===== config.mk =====
export PLATFORM = sky130hd
export DESIGN_NAME = crls_ctrl
export DESIGN_NICKNAME = d
export VERILOG_FILES = /design/src/crls_pkg.sv /design/src/crls_ctrl.sv
export SDC_FILE = /design/constraint.sdc
export NUM_CORES = 1
export LEC_CHECK = 0
export BUFFER_PORTS_ARGS = -buffer_cell sky130_fd_sc_hd__buf_2
export CAP_MARGIN = 30
export CORE_MARGIN = 2
export CORE_UTILIZATION = 40
export DETAILED_ROUTE_END_ITERATION = 10
export PLACE_DENSITY = 0.74
export SLEW_MARGIN = 20
export SYNTH_ARGS = -nofsm -noshare
export SYNTH_HDL_FRONTEND = slang
export SYNTH_SLANG_ARGS = --single-unit

===== constraint.sdc =====
create_clock -name clk -period 1.7 [get_ports clk]
set_input_delay 0.34 -clock clk [delete_from_list [all_inputs] [get_ports clk]]
set_output_delay 0.34 -clock clk [all_outputs]
set_load 0.05 [all_outputs]

===== src/crls_pkg.sv =====
// Shared types and widths for the Catmull-Rom lane sampler.
package crls_pkg;

  localparam int COORD_W = 32;
  localparam int CNT_W   = 7;            // sample count, up to 64
  localparam int D2_W    = 2 * CNT_W;    // d^2
  localparam int DD_W    = 3 * CNT_W;    // d^3
  localparam int M_W     = DD_W + 1;     // divisor 2*d^3
  localparam int A_W     = 36;           // spline coefficients
  localparam int NW      = 58;           // numerator and forward differences
  localparam int Q_W     = 32;           // quotient bits

  localparam logic [COORD_W-1:0] SAT_MAX = 32'h7fff_ffff;
  localparam logic [COORD_W-1:0] SAT_MIN = 32'h8000_0000;

  typedef struct packed {
    logic load;
    logic coef;
    logic mul1;
    logic mul2;
    logic diff;
    logic prep;
    logic start;
    logic emit;
  } cmd_t;

  typedef struct packed {
    logic run_ok;
    logic div_busy;
    logic out_free;
    logic last;
  } sts_t;

endpackage


===== src/crls_ctrl.sv =====
// Sequencer for setup, per-sample divide and result hand-off.
module crls_ctrl (
  input  logic           clk,
  input  logic           rst,
  input  logic           in_valid,
  output logic           in_ready,
  input  crls_pkg::sts_t sts,
  output crls_pkg::cmd_t cmd
);
  import crls_pkg::*;

  typedef enum logic [8:0] {
    S_IDLE = 9'b000000001,
    S_COEF = 9'b000000010,
    S_MUL1 = 9'b000000100,
    S_MUL2 = 9'b000001000,
    S_DIFF = 9'b000010000,
    S_PREP = 9'b000100000,
    S_STRT = 9'b001000000,
    S_DIV  = 9'b010000000,
    S_EMIT = 9'b100000000
  } state_t;

  state_t state, state_next;

  assign in_ready = state == S_IDLE;

  always_ff @(posedge clk) begin
    if (rst) state <= S_IDLE;
    else state <= state_next;
  end

  always_comb begin
    cmd        = '0;
    state_next = state;
    unique case (state)
      S_IDLE: begin
        if (in_valid) begin
          cmd.load   = 1'b1;
          state_next = S_COEF;
        end
      end
      S_COEF: begin
        if (sts.run_ok) begin
          cmd.coef   = 1'b1;
          state_next = S_MUL1;
        end else begin
          state_next = S_IDLE;
        end
      end
      S_MUL1: begin
        cmd.mul1   = 1'b1;
        state_next = S_MUL2;
      end
      S_MUL2: begin
        cmd.mul2   = 1'b1;
        state_next = S_DIFF;
      end
      S_DIFF: begin
        cmd.diff   = 1'b1;
        state_next = S_PREP;
      end
      S_PREP: begin
        cmd.prep   = 1'b1;
        state_next = S_STRT;
      end
      S_STRT: begin
        cmd.start  = 1'b1;
        state_next = S_DIV;
      end
      S_DIV: begin
        if (!sts.div_busy) state_next = S_EMIT;
      end
      S_EMIT: begin
        if (sts.out_free) begin
          cmd.emit   = 1'b1;
          state_next = sts.last ? S_IDLE : S_PREP;
        end
      end
      default: state_next = S_IDLE;
    endcase
  end

endmodule


==> summary.md <==
| Metric | Value |
|---|---|
| Routed len/inst | 14.94 um |
| # setup viols final | 9 |
| Clock transition at path regs | 0.06 ns |
| Fin. max-slew vios | 0 |
| Fmax | 530.9 MHz |
| Fillers | 128 |
| H-tree levels | 1 |
| CTS root buf | clkbuf_4 |
| CP Data Arrival Time | 1.54 ns |
| XOR/XNOR Fraction of Synth Area | 4.339% |
| Commonest non-fill, non-tap cell in the layout | buf_4 |
| Failing checks | setup timing |
| Drt pass-1 iters | 4 |
| Hold Fails Final Rpt | 0 |
| Area of the die | 1841 um2 |
| Die H | 42.91 um |
| Core Box Area | 1454 um2 |
| Post-synthesis compound-gate area fraction | 14.05% |
| Final min period | 1.884 ns |
| Number of global-route vias before repair | 683 |
| Critical Path Sink Type | output port |
| Cells after Synth | 74 |
| Row count | 14 |
| Top Registers | state (9) |
| Initial drt markers | 8 |
| Fin crit share | 110.8% |
| Post-Syn Nets | 81 |
| Final std cells w/o fill | 126 |
| Largest area contributor in the netlist | dfxtp_1 |
| Drt via density | 5.548 |
| All-Layer GR Usage | 23.03% |
| Reg2Reg Capture Point | state[0] |
| Worst hold path type | input port to register |
| CTS Hold Bufs | 0 |
| Clk sinks | 9 |
| Initial antenna violation count | 0 |
| Max_cap viols | 0 |
| Post-synth EDFFs | 0 |
| HPWL after DPL | 1.282 mm |
| Outcome | complete, but fails checks |
| Req. time, crit path | 1.36 ns |
| Pin count of the biggest net entering global routing | 9 |
| Worst hold slack | 0.2697 ns |
| Critical path cell sequence | nor4_4 -> nand2_2 -> nor4_4 -> buf_6 |
| Mapped Area | 605.6 um2 |
| Slowest stage cell, crit path | nor4_4 |
| Antenna diode count | 0 |
| I/O pin count | 16 |
| CP startpoint | state[3] |
| Largest family of logic cells by synthesized area | simple AND/OR/NAND/NOR gates |
| Largest register FFs | 9 |
| First-pass GRT wire length | 3.084 mm |
| Post-Synth Adder-Cell Area | 0% |
| Grt ovf | 0 |
| Worst setup margin | -0.1835 ns |
| Critical Path Max Stage Delay | 0.36 ns |
| Syn. warnings | 0 |
| TritonCTS Buffers | 3 |
| Setup CP Type | register to output port |
| Rel. slew slack | 74.61% |
| Die width | 42.91 um |
| Area grow syn2layout | 70.04% |
| Simple-Gate Fraction of Synth Area | 41.32% |
| Synth area leaders | dfxtp_1 (30%), nor4_1 (5.2%), and2_1 (4.1%) |
| Port buffer count | 15 |
| R2r worst-path depth | 5 |
| Synthesis-stage register bit count | 9 |
| Final WL | 1.883 mm |
| Crit path launch type | register |
| CTS tree | built |
| GP Congestion | 0.7992 |
| Worst skew pair latency | 0.27 ns |
| Post-synthesis sequential area ratio | 29.75% |
| Unique cell type count in the Yosys netlist | 32 |
| Total Power | 894.9 uW |
| R2R setup slack | 0.05 ns |
| Reg area | 185.2 um2 |
| Worst setup endpoint | cmd[6] |
| Biggest register | state |
| Placed Cells | 113 |
| Starting Density | 41.65% |
| Layout cells sized above 1 | 54.55% |
| Async SR Flop Fraction | 0% |
| Synth Flop Type | dfxtp_1 |
| RSZ-0062 raised after global routing | yes |
| Clock buffer depth | 2 |
| Worst IR Drop VDD | 0.4803 mV |
| Critical path peak fanout | 4 |
| Clk_skew | 0.003798 ns |
| Leakage | 0.0004305 uW |
| Most frequent cells in the layout | buf_4 (20), inv_1 (6), buf_2 (6), buf_6 (6), dfxtp_1 (5) |
| Vias after detailed routing | 699 |
| Mux contribution to synthesized area | 0% |
| Tightest Pin Transition | 0.3758 ns |
| Most frequent CP cell | nor4_4 |
| DRC | 0 |
| Share of the synthesized area in the top cell type | 29.75% |
| Antenna Nets Post-Route | 0 |
| Syn avg cell area | 8.184 um2 |
| NumNets Final | 118 |
| Critical R2R Launch | state[3] |
| Multi-input logic area | 467.9 um2 |
| Power Density | 869.1 nW/um2 |
-- worst max-delay path, delay by kind of cell (launching register included) --
kind | cells | cell delay [ns]
simple gates | 3 | 0.73
flops | 1 | 0.34
buf+inv | 1 | 0.20
-- cells by family after synthesis --
kind of cell / count (synthesis)
and+or+nand+nor: 39
AOI/OAI and AO/OA: 13
buffers and inverters: 10
DFF: 9
xor gates and xnor gates: 3
-- area by class of cell --
type | instances | area share (%)
Timing Repair Buffer | 36 | 29.89
Clock buffer | 4 | 2.552
Multi-Input combinational cell | 55 | 45.44
Sequential cell | 9 | 17.98
Tap cell | 16 | 1.944
Inverter | 6 | 2.187
-- synthesized netlist by cell type (2+ instances only) --
| library cell | n |
|---|---|
| o211ai_1 | 2 |
| o21ai_0 | 2 |
| and3b_1 | 2 |
| a21oi_1 | 4 |
| and2_1 | 4 |
| dfxtp_1 | 9 |
| nor3_1 | 2 |
| o2111ai_1 | 2 |
| nor4_1 | 5 |
| and3_2 | 2 |
| nand2_1 | 6 |
| nor3b_1 | 3 |
| inv_1 | 6 |
| xor2_1 | 2 |
| nor2_1 | 6 |
-- power breakdown --
part	switching [uW]	total, uW	internal [uW]
Combinational	241	471	230
Sequential	22.6	252	229
Clock	80.8	172	90.9
-- per-stage QoR --
stage               util (%)  cell area [um2]  TNS [ns]  setup slack (ns)
floorplan                  -            689.4   -0.3643           -0.1105
global placement       57.14            830.8         0           0.04501
detailed placement     57.14            830.8         0          0.007040
CTS                    68.07            989.7   -0.9532           -0.1915
global route           70.83             1030    -1.494           -0.2474
finish                 70.83             1030   -0.9892           -0.1835
-- metal layers --
layer | part of all wire, % | global-route usage (%)
met3 | 3.6 | 6.383
met5 | 0 | 0
met1 | 43 | 27.65
met4 | 1.7 | 9.375
met2 | 51 | 38.18
-- how the worst min path moves through the flow --
| stage | cells past startpoint | to | from | slack (ns) |
|---|---|---|---|---|
| 2_1_floorplan | 1 | state[7] | rst | 0.41 |
| 3_3_place_gp | 2 | state[7] | rst | 0.54 |
| 4_1_cts | 2 | state[7] | rst | 0.25 |
| 3_5_place_dp | 2 | state[7] | rst | 0.54 |
| 5_1_grt | 2 | state[7] | rst | 0.27 |
| 6_report | 2 | state[7] | rst | 0.27 |
-- what timing repair did --
| item | 4_1_cts | 5_1_grt |
|---|---|---|
| buffers inserted | 7 | 2 |
| pin swaps | 11 | 2 |
| resized for setup | 25 | 6 |
| endpoints found under the setup margin | 9 | 11 |
No activity file was read; power rests on OpenSTA's default activity.
